## config.mk

```make
export PLATFORM = sky130hd
export DESIGN_NAME = asie_ctrl
export DESIGN_NICKNAME = d
export VERILOG_FILES = /design/src/asie_pkg.sv /design/src/asie_ctrl.sv
export SDC_FILE = /design/constraint.sdc
export NUM_CORES = 1
export LEC_CHECK = 0
export ABC_AREA = 1
export ABC_CLOCK_PERIOD_IN_PS = 1200
export BUFFER_PORTS_ARGS = -buffer_cell sky130_fd_sc_hd__buf_2
export CORE_UTILIZATION = 29
export DETAILED_ROUTE_END_ITERATION = 10
export PLACE_DENSITY = 0.67
export SLEW_MARGIN = 20
export SYNTH_ARGS = -nofsm -noshare
export SYNTH_HDL_FRONTEND = slang
export SYNTH_SLANG_ARGS = --single-unit
export TNS_END_PERCENT = 20
```

## constraint.sdc

```tcl
create_clock -name i_clk -period 1.2 [get_ports i_clk]
set_input_delay 0.24 -clock i_clk [delete_from_list [all_inputs] [get_ports i_clk]]
set_output_delay 0.24 -clock i_clk [all_outputs]
set_load 0.01 [all_outputs]
```

## src/asie_pkg.sv

```systemverilog
package asie_pkg;

    typedef enum logic [1:0] {
        ACT_MEM_WR = 2'd0,
        ACT_MEM_RD = 2'd1,
        ACT_REG_RD = 2'd2,
        ACT_EXEC   = 2'd3
    } t_action;

    // Which register operand a register file read fetches.
    typedef enum logic [2:0] {
        RK_RM,
        RK_RS,
        RK_RN,
        RK_RD,
        RK_HOST
    } t_rkind;

    typedef enum logic [2:0] {
        GPIO_NONE   = 3'd0,
        GPIO_PINS0  = 3'd1,
        GPIO_PINS10 = 3'd2,
        GPIO_PINS20 = 3'd3,
        GPIO_ON     = 3'd4,
        GPIO_OFF    = 3'd5
    } t_gpio;

    typedef enum logic [4:0] {
        S_CLEAR,
        S_IDLE,
        S_DISPATCH,
        S_HREAD_W,
        S_HREG_W,
        S_FETCH_W,
        S_DECODE,
        S_RD_RS,
        S_RD_RN,
        S_RD_RD,
        S_RD_WAIT,
        S_SHIFT,
        S_EXEC,
        S_XFER,
        S_LOAD_W,
        S_POST_WB,
        S_FINISH,
        S_RESULT
    } t_state;

    typedef struct packed {
        logic   clr;
        logic   ready;
        logic   host_wr;
        logic   host_rd;
        logic   host_rcap;
        logic   fetch;
        logic   cap_instr;
        logic   reg_rd;
        t_rkind rkind;
        logic   set_halt;
        logic   shift;
        logic   exec;
        logic   xfer;
        logic   load_wb;
        logic   post_wb;
        logic   finish;
        logic   emit;
    } t_cmd;

    typedef struct packed {
        logic    clr_last;
        t_action action;
        logic    halted;
        logic    pc_oob;
        logic    instr_zero;
        logic    cond_pass;
        logic    is_xfer;
        logic    xfer_mem_load;
        logic    post_index;
    } t_stat;

    typedef struct packed {
        logic        berr;
        t_gpio       gpio;
        logic        done;
        logic        halted;
        logic [31:0] rdata;
    } t_res;

    localparam logic [31:0] GPIO_ADDR_PINS0  = 32'h2020_0000;
    localparam logic [31:0] GPIO_ADDR_PINS10 = 32'h2020_0004;
    localparam logic [31:0] GPIO_ADDR_PINS20 = 32'h2020_0008;
    localparam logic [31:0] GPIO_ADDR_ON     = 32'h2020_001c;
    localparam logic [31:0] GPIO_ADDR_OFF    = 32'h2020_0028;

    localparam logic [3:0] DP_AND = 4'd0;
    localparam logic [3:0] DP_EOR = 4'd1;
    localparam logic [3:0] DP_SUB = 4'd2;
    localparam logic [3:0] DP_RSB = 4'd3;
    localparam logic [3:0] DP_ADD = 4'd4;
    localparam logic [3:0] DP_TST = 4'd8;
    localparam logic [3:0] DP_TEQ = 4'd9;
    localparam logic [3:0] DP_CMP = 4'd10;
    localparam logic [3:0] DP_ORR = 4'd12;
    localparam logic [3:0] DP_MOV = 4'd13;

    localparam logic [3:0] CC_EQ = 4'd0;
    localparam logic [3:0] CC_NE = 4'd1;
    localparam logic [3:0] CC_GE = 4'd10;
    localparam logic [3:0] CC_LT = 4'd11;
    localparam logic [3:0] CC_GT = 4'd12;
    localparam logic [3:0] CC_LE = 4'd13;
    localparam logic [3:0] CC_AL = 4'd14;

    localparam logic [1:0] SH_LSL = 2'd0;
    localparam logic [1:0] SH_LSR = 2'd1;
    localparam logic [1:0] SH_ASR = 2'd2;
    localparam logic [1:0] SH_ROR = 2'd3;

    localparam int FL_N = 3;
    localparam int FL_Z = 2;
    localparam int FL_C = 1;
    localparam int FL_V = 0;

endpackage

```

## src/asie_ctrl.sv

```systemverilog
module asie_ctrl
    import asie_pkg::*;
(
    input  logic  i_clk,
    input  logic  i_rst_n,
    input  logic  i_in_acc,
    input  logic  i_out_free,
    input  t_stat i_stat,
    output t_cmd  o_cmd
);
    t_state r_state, n_state;

    always_ff @(posedge i_clk) begin
        if (!i_rst_n) begin
            r_state <= S_CLEAR;
        end else begin
            r_state <= n_state;
        end
    end

    always_comb begin
        n_state = r_state;
        o_cmd   = '0;
        o_cmd.rkind = RK_RM;
        unique case (r_state)
            S_CLEAR: begin
                o_cmd.clr = 1'b1;
                if (i_stat.clr_last) n_state = S_IDLE;
            end
            S_IDLE: begin
                o_cmd.ready = 1'b1;
                if (i_in_acc) n_state = S_DISPATCH;
            end
            S_DISPATCH: begin
                unique case (i_stat.action)
                    ACT_MEM_WR: begin
                        o_cmd.host_wr = 1'b1;
                        n_state = S_RESULT;
                    end
                    ACT_MEM_RD: begin
                        o_cmd.host_rd = 1'b1;
                        n_state = S_HREAD_W;
                    end
                    ACT_REG_RD: begin
                        o_cmd.reg_rd = 1'b1;
                        o_cmd.rkind  = RK_HOST;
                        n_state = S_HREG_W;
                    end
                    default: begin
                        if (i_stat.halted) begin
                            n_state = S_RESULT;
                        end else if (i_stat.pc_oob) begin
                            o_cmd.set_halt = 1'b1;
                            n_state = S_RESULT;
                        end else begin
                            o_cmd.fetch = 1'b1;
                            n_state = S_FETCH_W;
                        end
                    end
                endcase
            end
            S_HREAD_W: begin
                o_cmd.host_rcap = 1'b1;
                n_state = S_RESULT;
            end
            S_HREG_W:  n_state = S_RESULT;
            S_FETCH_W: begin
                o_cmd.cap_instr = 1'b1;
                n_state = S_DECODE;
            end
            S_DECODE: begin
                if (i_stat.instr_zero) begin
                    o_cmd.set_halt = 1'b1;
                    n_state = S_RESULT;
                end else if (!i_stat.cond_pass) begin
                    n_state = S_FINISH;
                end else begin
                    o_cmd.reg_rd = 1'b1;
                    o_cmd.rkind  = RK_RM;
                    n_state = S_RD_RS;
                end
            end
            S_RD_RS: begin
                o_cmd.reg_rd = 1'b1;
                o_cmd.rkind  = RK_RS;
                n_state = S_RD_RN;
            end
            S_RD_RN: begin
                o_cmd.reg_rd = 1'b1;
                o_cmd.rkind  = RK_RN;
                n_state = S_RD_RD;
            end
            S_RD_RD: begin
                o_cmd.reg_rd = 1'b1;
                o_cmd.rkind  = RK_RD;
                n_state = S_RD_WAIT;
            end
            S_RD_WAIT: n_state = S_SHIFT;
            S_SHIFT: begin
                o_cmd.shift = 1'b1;
                n_state = S_EXEC;
            end
            S_EXEC: begin
                o_cmd.exec = 1'b1;
                n_state = i_stat.is_xfer ? S_XFER : S_FINISH;
            end
            S_XFER: begin
                o_cmd.xfer = 1'b1;
                if (i_stat.xfer_mem_load) begin
                    n_state = S_LOAD_W;
                end else if (i_stat.post_index) begin
                    n_state = S_POST_WB;
                end else begin
                    n_state = S_FINISH;
                end
            end
            S_LOAD_W: begin
                o_cmd.load_wb = 1'b1;
                n_state = i_stat.post_index ? S_POST_WB : S_FINISH;
            end
            S_POST_WB: begin
                o_cmd.post_wb = 1'b1;
                n_state = S_FINISH;
            end
            S_FINISH: begin
                o_cmd.finish = 1'b1;
                n_state = S_RESULT;
            end
            S_RESULT: begin
                if (i_out_free) begin
                    o_cmd.emit = 1'b1;
                    n_state = S_IDLE;
                end
            end
            default: n_state = S_CLEAR;
        endcase
    end
endmodule

```

=== After elaboration in Yosys (flattened, before gate mapping) ===
Cells that the tools add are included.

* Equal/unequal tests: 22
* Muxes and demuxes: 40
* Reduce and logical (&&, ||, !) cells: 5

{| class="wikitable"
|+ Operators with widths
! kind !! number
|-
| 5-bit one-hot mux with 16 select lines || 1
|-
| 5-bit 2-to-1 mux || 10
|-
| 5-bit by 4-bit == test with 1-bit output, second input constant || 8
|-
| 1-bit 2-to-1 mux || 22
|-
| 5-bit by 3-bit == test with 1-bit output, second input constant || 4
|-
| 4-bit one-hot mux with 5 select lines || 1
|-
| 5-bit one-hot mux with 3 select lines || 1
|-
| 4-bit 2-to-1 mux || 3
|-
| 5-bit by 2-bit == test with 1-bit output, second input constant || 2
|-
| 5-bit == test, second input constant || 2
|-
| 2-bit inequality test, second input constant || 3
|-
| 3-bit OR reduction || 2
|-
| 5-bit by 1-bit == test with 1-bit output, second input constant || 1
|-
| 5-bit logical NOT || 1
|-
| 3-bit AND reduction || 1
|-
| 2-bit by 1-bit == test with 1-bit output, second input constant || 1
|-
| 2-bit == test, second input constant || 1
|-
| 2-bit logical NOT || 1
|-
| 2-bit 2-to-1 mux || 1
|-
| 1-bit one-hot mux with 2 select lines || 1
|}

* Flip-flop bits (word level): 5
* Input bits: 14

=== Depth between registers and ports, before layout ===
Gate-level depths: netlist of run 1.

* Depth in word-level cells: 4
* Depth in mapped cells: 10

=== Worst setup path after synthesis of run 1 ===
Ideal clock, no wire load.

* Path kind: reg2out
* Start: register r_state[4]
* End: output o_cmd[11] (netlist bit)
* Arrival: 1.203 ns
* Required time: 0.960 ns
* Slack: -0.243 ns
* Stages on the path, launching flop included: 9
* Buffers on the path: 1
* Path through: dfxtp_1 > buf_2 > inv_2 > nand2_1 > nor2_1 > inv_2 > nor2_1 > a21oi_1 > nand3b_1

{| class="wikitable"
|+ RTL lines
! element !! RTL line !! source
|-
| start, declared || asie_ctrl.sv:11 || <nowiki>t_state r_state, n_state;</nowiki>
|-
| start signal, assigned || asie_ctrl.sv:17 || <nowiki>r_state <= n_state;</nowiki>
|-
| end, declared || asie_ctrl.sv:9 || <nowiki>output t_cmd o_cmd</nowiki>
|}

==> results of run 1 <==
## repair_timing
item,CTS,global route
resized for setup,19,7
hold buffers,0,0
buffers inserted,2,3
hold endpoints to repair,0,0
setup endpoints to repair,24,24
pin swaps,2,2
## routing by layer
layer | up-vias | part of all wire [%] | global-route usage (%)
met5 | - | 0 | 0
met2 | 40 | 49 | 38.22
li1 | 552 | - | -
met4 | 0 | 2.4 | 8.796
met3 | 9 | 3.9 | 2.679
met1 | 470 | 45 | 26.57
## Yosys cell counts
cell	n	area [um2]
nand3_2	1	10.01
nand3b_1	3	22.52
or2_2	2	12.51
a21oi_2	1	8.760
or2_1	1	6.260
nand2_2	1	6.260
nand3_1	12	60.06
nor3_2	1	10.01
nand2_1	29	108.9
nor2_4	1	11.26
buf_2	1	5.000
a31oi_1	2	12.51
o31ai_1	1	7.510
a21oi_1	2	10.01
nor2_1	25	93.84
o21ai_0	3	15.01
inv_2	6	22.52
dfxtp_1	5	100.1
o22ai_1	1	6.260
nor2_2	3	18.77
inv_1	24	90.09
nand4_1	4	25.02
nor3_1	6	30.03
## power by group through the flow
stage | sequential [mW] | clock [mW] | combinational [mW]
floorplan | 0.235 | 0 | 0.469
global placement | 0.244 | 0 | 0.809
detailed placement | 0.248 | 0 | 0.819
CTS | 0.251 | 0.206 | 0.871
global route | 0.259 | 0.220 | 1.04
finish | 0.256 | 0.206 | 0.945
## path summary, 6_finish.rpt
kind | from | end | slack [ps] | cells after the start
hold / removal | i_rst_n | r_state[3]$_SDFFE_PN0P_ | 230 | 3
setup reg to reg | r_state[0]$_SDFFE_PN0P_ | r_state[4]$_SDFFE_PN0P_ | -260 | 11
hold reg to reg | r_state[0]$_SDFFE_PN0P_ | r_state[0]$_SDFFE_PN0P_ | 530 | 2
setup / recovery | r_state[2]$_SDFFE_PN0P_ | o_cmd[11] | -370 | 7
## area by class of cell
cell class                 count  area share [%]
multi-input combinational     99           45.59
inverter                      30           9.419
tap                           28           2.806
sequential                     5           8.918
timing repair buffer          59           31.16
clock buffer                   4           2.104
## stage by stage
| step | hold WS (ps) | setup slack [ps] |
|---|---|---|
| final | 231.9 | -367.9 |
| after global routing | 238.1 | -463.3 |
| after CTS | 228.6 | -361.8 |
| after detailed placement | 477.7 | -189.8 |
| after global placement | 477.5 | -178.4 |
| after floorplan | 337.6 | -72.59 |
## cell families (layout without fill, tap and decap cells)
kind of cell	Yosys count	after routing	share of synthesized area (%)
AND/OR/NAND/NOR	89	89	59.93
flip-flops	5	5	14.44
buffers and inverters	31	93	16.97
AO/OA/AOI/OAI	10	10	8.665
## tightest hold or removal path, stage by stage
cell,delay [ps]
buf_2,110
nand2_1,50
inv_1,40
==> key figures, run 1 <==
Status
  – Outcome: finished with violations
  – Violated checks: negative setup slack

Power
  – Seq pwr share: 18.2%
  – PD cells: 1128 nW/um2
  – Power Total: about 1.4 mW
  – Clk pwr share: between 10 and 15%
  – Switching power share of the total: 45.52%
  – Net Sw Power: 0.6410 mW
  – Maximum VDD drop: around 0.69 mV
  – P_leak: ~0.74 nW
  – Logic pwr share: between 60% and 70%
  – P_int: 0.7671 mW

Worst setup path
  – CP peak stage delay: 370 ps
  – Req. time, crit path: 960 ps
  – Startpoint types: flop
  – CP endpoint kind: output port
  – Max stage delay cell, worst path: dfxtp_4
  – Critical-path maximum fanout: 6
  – Arrival time worst endpoint: roughly 1300 ps
  – Critical path buffers and inverters: 2
  – Cell Chain, Critical Path: nor2_4 > nand2_4 > nor2_4 > inv_2 > nor2_4 > nand3b_1 > buf_2
  – Crit path kind: flop to output port
  – CP dominant cell by count: nor2_4
  – Largest delay share family, worst path: simple AND/OR/NAND/NOR gates

Finish
  – Most frequent cells in the layout: 29 x buf_2, 27 x nand2_1, 25 x buf_4
  – Layout cells sized above 1: approximately half
  – Most common cell after layout, fill and taps aside: buf_2
  – Multi-input logic area: between 500 and 600 um2
  – Final Core Density: 55.91%
  – Fin nets: between 200 and 250
  – Fin cells: between 200 and 250
  – Largest Register: r_state
  – Area added between synthesis and finish: 80.14%
  – Number of diodes: 0
  – Final std cell area, no fill: between 1000 and 1500 um2
  – Reg area: 111.4 um2
  – Largest register FFs: 5
  – Fillers: about 240
  – Top Registers: r_state (5)

CTS
  – Clk_lat worst skew: ~250 ps
  – Root Buffer: clkbuf_4
  – Cts bufs inserted: 3
  – Reg clk slew, reported paths: 50 ps
  – CTS max path bufs: 2
  – H-tree depth: 1
  – CTS tree: built
  – Clk sink count: 5

Global route
  – Grt ovf: 0
  – Largest net degree at the start of global routing: 7
  – First-pass GRT wire length: 4215 um
  – Antenna violations before repair: 0
  – Gr usage total: between 20% and 30%
  – Number of global-route vias before repair: 953

Logic synthesis
  – Syn_nets: around 150
  – Yosys reg bits: 5
  – Synth Cell Area: ~700 um2
  – Seq/Total Area, Yosys: 14.44%
  – Syn_area_per_cell: a little over 5 um2
  – Synth unique cells: 23
  – Syn Inst Count: between 100 and 150
  – Yosys Warn Count: 0

Floorplan
  – Die outline height: about 51 um
  – Rows: 17
  – Core box area: ~2200 um2
  – DIE AREA: 2590 um2
  – Die Width: approximately 51 um
  – # IOs: 33
  – Initial Util: a little under a third

STA
  – Rel. slew slack: between 80% and 90%
  – Final hold violations: 0
  – Period utilisation layout: 130.7%
  – Fmax achieved: approximately 640 MHz
  – Tmin final: approximately 1600 ps
  – Setup ws final: -367.9 ps
  – Final setup violation count: 24
  – Skew final: roughly 8.9 ps
  – Worst Tran Pin Value: 282.0 ps
  – TNS Setup: -6251 ps
  – RSZ-0062 raised after global routing: yes
  – Max Slew Vio Count: 0

Placed design
  – Post-DP HPWL: 2038 um
  – Final GP Congestion: a little under 0.9
  – DP Area: 1110 um2
  – Inst Count DP: 217
  – PortBufs: 32

Drt
  – WL final: between 2000 and 3000 um
  – DR iter-0 viols: 26
  – Router iterations before antenna repair: 4
  – Drt wl/cell: 11.62 um
  – Post-route antenna net violation count: 0
  – Vias after detailed routing: 1071
  – Number of remaining DRC errors: 0
  – Post-DR vias/cell: roughly 4.8

Worst hold path
  – Hold WC Path Type: input pin to flop

Run
  – MaxCap Viol Count: 0
(Power assumes the default switching activity.)
==> run 2: changes to the inputs <==
--- a/config.mk
+++ b/config.mk
@@ -8,9 +8,10 @@
 export ABC_AREA = 1
 export ABC_CLOCK_PERIOD_IN_PS = 1200
 export BUFFER_PORTS_ARGS = -buffer_cell sky130_fd_sc_hd__buf_2
-export CORE_UTILIZATION = 29
+export CORE_ASPECT_RATIO = 1.2
+export CORE_UTILIZATION = 35
 export DETAILED_ROUTE_END_ITERATION = 10
-export PLACE_DENSITY = 0.67
+export PLACE_DENSITY_LB_ADDON = 0.1
 export SLEW_MARGIN = 20
 export SYNTH_ARGS = -nofsm -noshare
 export SYNTH_HDL_FRONTEND = slang
==> run 2 against run 1 <==
Effect of this change: final cell count down 4.9%; count of clock-buffer cells in the layout did not move; routed wire length down 5.4%; cell area shrank 3.0%; critical path type unchanged; largest power group unchanged; non-clock buffer count shrank 2; via count shrank 2.0%; sequential power barely moved; clock power fell by 2%; the run still ends with negative setup slack left; clock skew down 4.5 ps; fmax shrank 2.7%; critical path depth is 1 lower.
==> key figures, run 2 (synthesis gave the netlist of run 1 again) <==
Status
  – Outcome: finished with violations
  – Violated checks: negative setup slack

Global route
  – Largest net degree at the start of global routing: 7
  – Number of global-route vias before repair: between 1000 and 1500
  – Antenna violations before repair: 0
  – Gr usage total: between 20 and 25%
  – First-pass GRT wire length: approximately 4100 um
  – Grt ovf: 0

Worst setup path
  – Critical-path maximum fanout: 5
  – Critical Path Start: r_state[2]$_SDFFE_PN0P_
  – CP endpoint kind: output port
  – Worst r2r src: r_state[2]$_SDFFE_PN0P_
  – Max stage delay cell, worst path: dfxtp_4
  – Startpoint types: flop
  – CP dominant cell by count: nor2_4
  – Critical path buffers and inverters: 1
  – Largest delay share family, worst path: simple AND/OR/NAND/NOR gates
  – Crit path kind: flop to output port
  – Arrival time worst endpoint: between 1000 and 1500 ps
  – CP peak stage delay: about 360 ps
  – Req. time, crit path: roughly 960 ps
  – Cell Chain, Critical Path: nor2_4 > nand2_4 > nor2_4 > nand3_2 > o22ai_1 > buf_2

Worst hold path
  – Hold WC Path Type: input pin to flop
  – Hold wc startpoint: i_rst_n

CTS
  – Reg clk slew, reported paths: 50 ps
  – Clk_lat worst skew: around 240 ps
  – CTS tree: built
  – Cts bufs inserted: 3
  – CTS max path bufs: 2
  – Clk sink count: 5
  – H-tree depth: 1
  – Root Buffer: clkbuf_4
  – Post-CTS Hold Buffers: 0

Floorplan
  – Core box area: between 1500 and 2000 um2
  – Die outline height: 50.75 um
  – DIE AREA: 2163 um2
  – # IOs: 33
  – Initial Util: between 30% and 40%
  – Die Width: 42.63 um
  – Rows: 17

Finish
  – Layout cells sized above 1: between 50 and 60%
  – Most common cell after layout, fill and taps aside: buf_2
  – Fin nets: 210
  – Most frequent cells in the layout: 31 x buf_2, 24 x nand2_1, 24 x buf_4
  – Number of diodes: 0
  – Area added between synthesis and finish: 74.73%
  – Top Registers: r_state (5)
  – Fillers: 190
  – Largest Register: r_state
  – Largest register FFs: 5
  – Fin cells: about 210

Power
  – Power Total: around 1.4 mW
  – Seq pwr share: between 10% and 20%
  – P_int: around 0.75 mW
  – Net Sw Power: approximately 0.64 mW
  – Switching power share of the total: 46.29%
  – Clk pwr share: between 10% and 20%
  – P_leak: approximately 0.73 nW
  – PD cells: 1148 nW/um2
  – Maximum VDD drop: 0.6818 mV
  – Logic pwr share: around two thirds

Drt
  – Vias after detailed routing: 1050
  – DR iter-0 viols: 18
  – WL final: between 2000 and 2500 um
  – Drt wl/cell: about 12 um
  – Number of remaining DRC errors: 0
  – Router iterations before antenna repair: 4
  – Post-DR vias/cell: between 4 and 5
  – Post-route antenna net violation count: 0

Run
  – MaxCap Viol Count: 0

STA
  – Max Slew Vio Count: 0
  – Skew final: between 4 and 5 ps
  – Period utilisation layout: 134.2%
  – TNS Setup: -6196 ps
  – Worst Tran Pin Value: between 200 and 250 ps
  – RSZ-0062 raised after global routing: yes
  – Final setup violation count: 24
  – Fin Hold WS: 227.1 ps
  – Tmin final: approximately 1600 ps
  – Final hold violations: 0
  – Fmax achieved: approximately 620 MHz
  – Setup ws final: -410.8 ps
  – Rel. slew slack: between 80% and 90%

Placed design
  – Inst Count DP: roughly 210
  – Post-DP HPWL: 2017 um
  – PortBufs: 32
  – Final GP Congestion: 0.9163
-- run 2: changes by cell type in the layout (fill, tap and decap cells not counted), sizes merged --
cell  change
buf       -2
-- run 2: metal layers --
metal	routed length, um	up-vias	track usage, %
met5	0	-	0
met4	88	0	11.98
met3	131	10	3.597
met2	1285	41	45.20
met1	967	457	26.35
li1	-	542	-
-- run 2: timing repair --
action,4_1_cts,5_1_grt
resized for setup,11,13
buffers inserted,1,3
pin swaps,2,4
hold endpoints to repair,0,0
setup endpoints to repair,24,24
-- run 2: through the flow --
| step | area, um2 | utilization (%) | setup WS (ps) |
|---|---|---|---|
| after global routing | 1211 | 65.45 | -481.9 |
| after CTS | 1149 | 62.07 | -389.0 |
| after floorplan | 753.2 | - | -72.59 |
| after global placement | 1084 | 58.55 | -229.9 |
| final | 1211 | 65.45 | -410.8 |
| after detailed placement | 1084 | 58.55 | -223.5 |
-- run 2: path summary, 6_finish.rpt --
path | end | slack, ps | cells after the start
hold / removal | r_state[4]$_SDFFE_PN0P_ | 230 | 3
setup reg to reg | r_state[0]$_SDFFE_PN0P_ | -230 | 10
hold reg to reg | r_state[0]$_SDFFE_PN0P_ | 540 | 2
setup / recovery | o_cmd[7] | -410 | 6
-- run 2: final cells by class --
type,instances,area (um2),area share (%)
inverters,30,120.1,9.917
clock buffers,4,26.28,2.169
repair buffers,57,357.8,29.55
well taps,19,23.77,1.963
multi-input cells,99,571.8,47.21
flip-flops and latches,5,111.4,9.194
-- run 2: worst min-delay path: cells and delay by family --
kind | cells | cell delay [ps]
and+or+nand+nor | 1 | 50
buffers and inverters | 2 | 150
-- run 2: power by group through the flow --
stage,clock [mW],sequential [mW],combinational (mW)
after floorplan,0,0.235,0.469
after global placement,0,0.243,0.776
after detailed placement,0,0.244,0.784
after CTS,0.201,0.243,0.841
after global routing,0.212,0.262,1.03
final,0.201,0.257,0.933
==> run 3: changes to the inputs <==
--- a/config.mk
+++ b/config.mk
@@ -5,13 +5,13 @@
 export SDC_FILE = /design/constraint.sdc
 export NUM_CORES = 1
 export LEC_CHECK = 0
-export ABC_AREA = 1
 export ABC_CLOCK_PERIOD_IN_PS = 1200
-export BUFFER_PORTS_ARGS = -buffer_cell sky130_fd_sc_hd__buf_2
 export CORE_ASPECT_RATIO = 1.2
 export CORE_UTILIZATION = 35
 export DETAILED_ROUTE_END_ITERATION = 10
+export DONT_BUFFER_PORTS = 1
 export PLACE_DENSITY_LB_ADDON = 0.1
+export SETUP_SLACK_MARGIN = 0.3
 export SLEW_MARGIN = 20
 export SYNTH_ARGS = -nofsm -noshare
 export SYNTH_HDL_FRONTEND = slang
==> run 3 against run 2 <==
Effect of this change: the flow still finishes with violations (negative setup slack); fmax shrank 1.4%; die area increased by 12%; via count fell by 4.3%; non-clock buffer count down 16; count of clock-buffer cells in the layout did not move; clock skew increased by 2.1 ps; first-iteration DRC count grew 11%; hold slack worse by 100 ps; synthesized area increased by 13%; core utilization is 2.4 points lower; largest cell class unchanged.
==> key figures, run 3 <==
Status
  – Outcome: finished with violations
  – Violated checks: negative setup slack

Floorplan
  – # IOs: 33
  – Initial Util: a little under two fifths
  – Die outline height: around 54 um
  – Die Width: ~45 um
  – Core box area: 2095 um2
  – DIE AREA: around 2400 um2
  – Rows: 18

Drt
  – Drt wl/cell: ~15 um
  – DR iter-0 viols: 20
  – Router iterations before antenna repair: 4
  – Top Metal Used: met4
  – Routed wl met2: roughly 1500 um
  – Post-route antenna net violation count: 0
  – Wire length on met3: about 120 um
  – Number of remaining DRC errors: 0
  – Vias after detailed routing: around 1000
  – WL final: around 2800 um
  – Post-DR vias/cell: approximately 5.5
  – Wire length on met1: ~1200 um

CTS
  – Cts bufs inserted: 3
  – CTS max path bufs: 2
  – CTS tree: built
  – H-tree depth: 1
  – Post-CTS Hold Buffers: 0
  – Clk sink count: 5
  – Clk_lat worst skew: 240 ps
  – Reg clk slew, reported paths: 40 ps
  – Root Buffer: clkbuf_4

Global route
  – Gr usage total: between 20% and 30%
  – Number of global-route vias before repair: roughly 900
  – First-pass GRT wire length: approximately 4200 um
  – Antenna violations before repair: 0
  – Largest net degree at the start of global routing: 15
  – Grt ovf: 0

Worst hold path
  – Hold WC Path Type: input pin to flop

STA
  – Max Slew Vio Count: 0
  – Setup ws final: -434.2 ps
  – Final setup violation count: 24
  – Skew final: about 6.5 ps
  – Final hold violations: 0
  – Worst Tran Pin Value: between 300 and 400 ps
  – Tmin final: around 1600 ps
  – Fmax achieved: around 610 MHz
  – Period utilisation layout: 136.2%
  – RSZ-0062 raised after global routing: yes
  – Rel. slew slack: 77.68%

Worst setup path
  – Req. time, crit path: about 960 ps
  – Crit path kind: flop to output port
  – Cell Chain, Critical Path: buf_4 > or3_4 > nor3_2 > buf_4
  – Startpoint types: flop
  – Critical path buffers and inverters: 2
  – Largest delay share family, worst path: simple AND/OR/NAND/NOR gates
  – CP endpoint kind: output port
  – Arrival time worst endpoint: 1390 ps
  – CP peak stage delay: 390 ps
  – Max stage delay cell, worst path: or3_4
  – Critical-path maximum fanout: 6
  – CP dominant cell by count: buf_4

Logic synthesis
  – Commonest cells post-synth: 11 x nor2_1, 9 x nand2_1, 8 x buf_2, 7 x nor2b_1, 7 x nor3_1
  – Top FF cell, synth: dfxtp_1
  – Synth top area share: 12.78%
  – Most area-hungry cell type in the Yosys netlist: dfxtp_1
  – Synth unique cells: between 40 and 50
  – Synth Cell Area: just under 800 um2
  – Most common cell in the synthesized netlist: nor2_1
  – Largest cells by area after synthesis: dfxtp_1 13%, nor2b_1 5.6%, nor2_1 5.3%, buf_2 5.1%, nor3_1 4.5%
  – Yosys Warn Count: 0
  – Syn Inst Count: ~120
  – Syn_nets: between 100 and 150
  – Post-synth EDFFs: 0
  – Syn_area_per_cell: slightly below 7 um2
  – Yosys reg bits: 5
  – Seq/Total Area, Yosys: between 10% and 20%
  – Synth async-reset ratio: 0%

Finish
  – Layout cells sized above 1: between 50% and 60%
  – Multi-input logic area: 775.7 um2
  – Most frequent cells in the layout: 33 x buf_4, 7 x nand2_1, 7 x buf_6
  – Final Core Density: ~63%
  – Final std cell area, no fill: approximately 1300 um2
  – Most common cell after layout, fill and taps aside: buf_4
  – Number of diodes: 0
  – Largest Register: r_state
  – Area added between synthesis and finish: 68.69%
  – Top Registers: r_state (5)
  – Reg area: about 110 um2
  – Fillers: between 150 and 200
  – Fin nets: between 150 and 200
  – Largest register FFs: 5

Placed design
  – PortBufs: 0
  – Final GP Congestion: between 0.8 and 0.9
  – DP Area: between 1000 and 1500 um2
  – Placement Setup Slack: -258.8 ps
  – Post-DP HPWL: around 2000 um

Power
  – P_leak: around 0.53 nW
  – Power Total: 1.817 mW
  – PD cells: 1375 nW/um2
  – Maximum VDD drop: about 0.92 mV

Run
  – MaxCap Viol Count: 0
run 3: what timing repair did:
| item | CTS | global route |
|---|---|---|
| setup buffers | 5 | 7 |
| pin swaps | 13 | 9 |
| endpoints found under the setup margin | 24 | 24 |
| resized for setup | 30 | 14 |
run 3: final cells by class:
cell class,count,share of cell area [%]
inverter,7,1.989
clock buffer,4,1.989
sequential,5,8.617
tap,30,2.841
timing repair buffer,41,25.85
multi-input combinational,95,58.71
run 3: cell families after synthesis:
kind of cell	Yosys count	synth area share (%)
buf+inv	16	9.904
compound gates	32	30.83
simple gates	61	44.09
mux	1	1.278
flops	5	12.78
xor+xnor	1	1.118
run 3: path summary, 6_finish.rpt:
path | from | end | slack (ps) | depth (start not counted)
worst min-delay path | i_rst_n | r_state[4]$_SDFFE_PN0P_ | 120 | 1
worst max-delay path | r_state[3]$_SDFFE_PN0P_ | o_cmd[1] | -430 | 4
worst max register to register | r_state[4]$_SDFFE_PN0P_ | r_state[1]$_SDFFE_PN0P_ | -330 | 5
worst min register to register | r_state[4]$_SDFFE_PN0P_ | r_state[1]$_SDFFE_PN0P_ | 790 | 3
run 3: metal layers:
layer	vias to the layer above	track usage [%]
met4	0	6.061
met5	-	0
met2	25	42.75
met1	479	29.84
li1	497	-
met3	4	2.685
run 3: per-stage QoR:
| stage | std cells | hold slack, ps | TNS (ps) |
|---|---|---|---|
| after detailed placement | 166 | 367.9 | -3325 |
| after global routing | 182 | 110.9 | -8930 |
| after floorplan | 116 | 356.8 | -1267 |
| final | 182 | 123.3 | -7550 |
| after CTS | 175 | 121.4 | -7147 |
| after global placement | 166 | 362.9 | -3212 |
run 3: where the power goes:
| group | internal, mW | switching, mW | total [mW] |
|---|---|---|---|
| Sequential | 0.214 | 0.0760 | 0.290 |
| Clock | 0.126 | 0.0664 | 0.192 |
| Combinational | 0.684 | 0.651 | 1.33 |
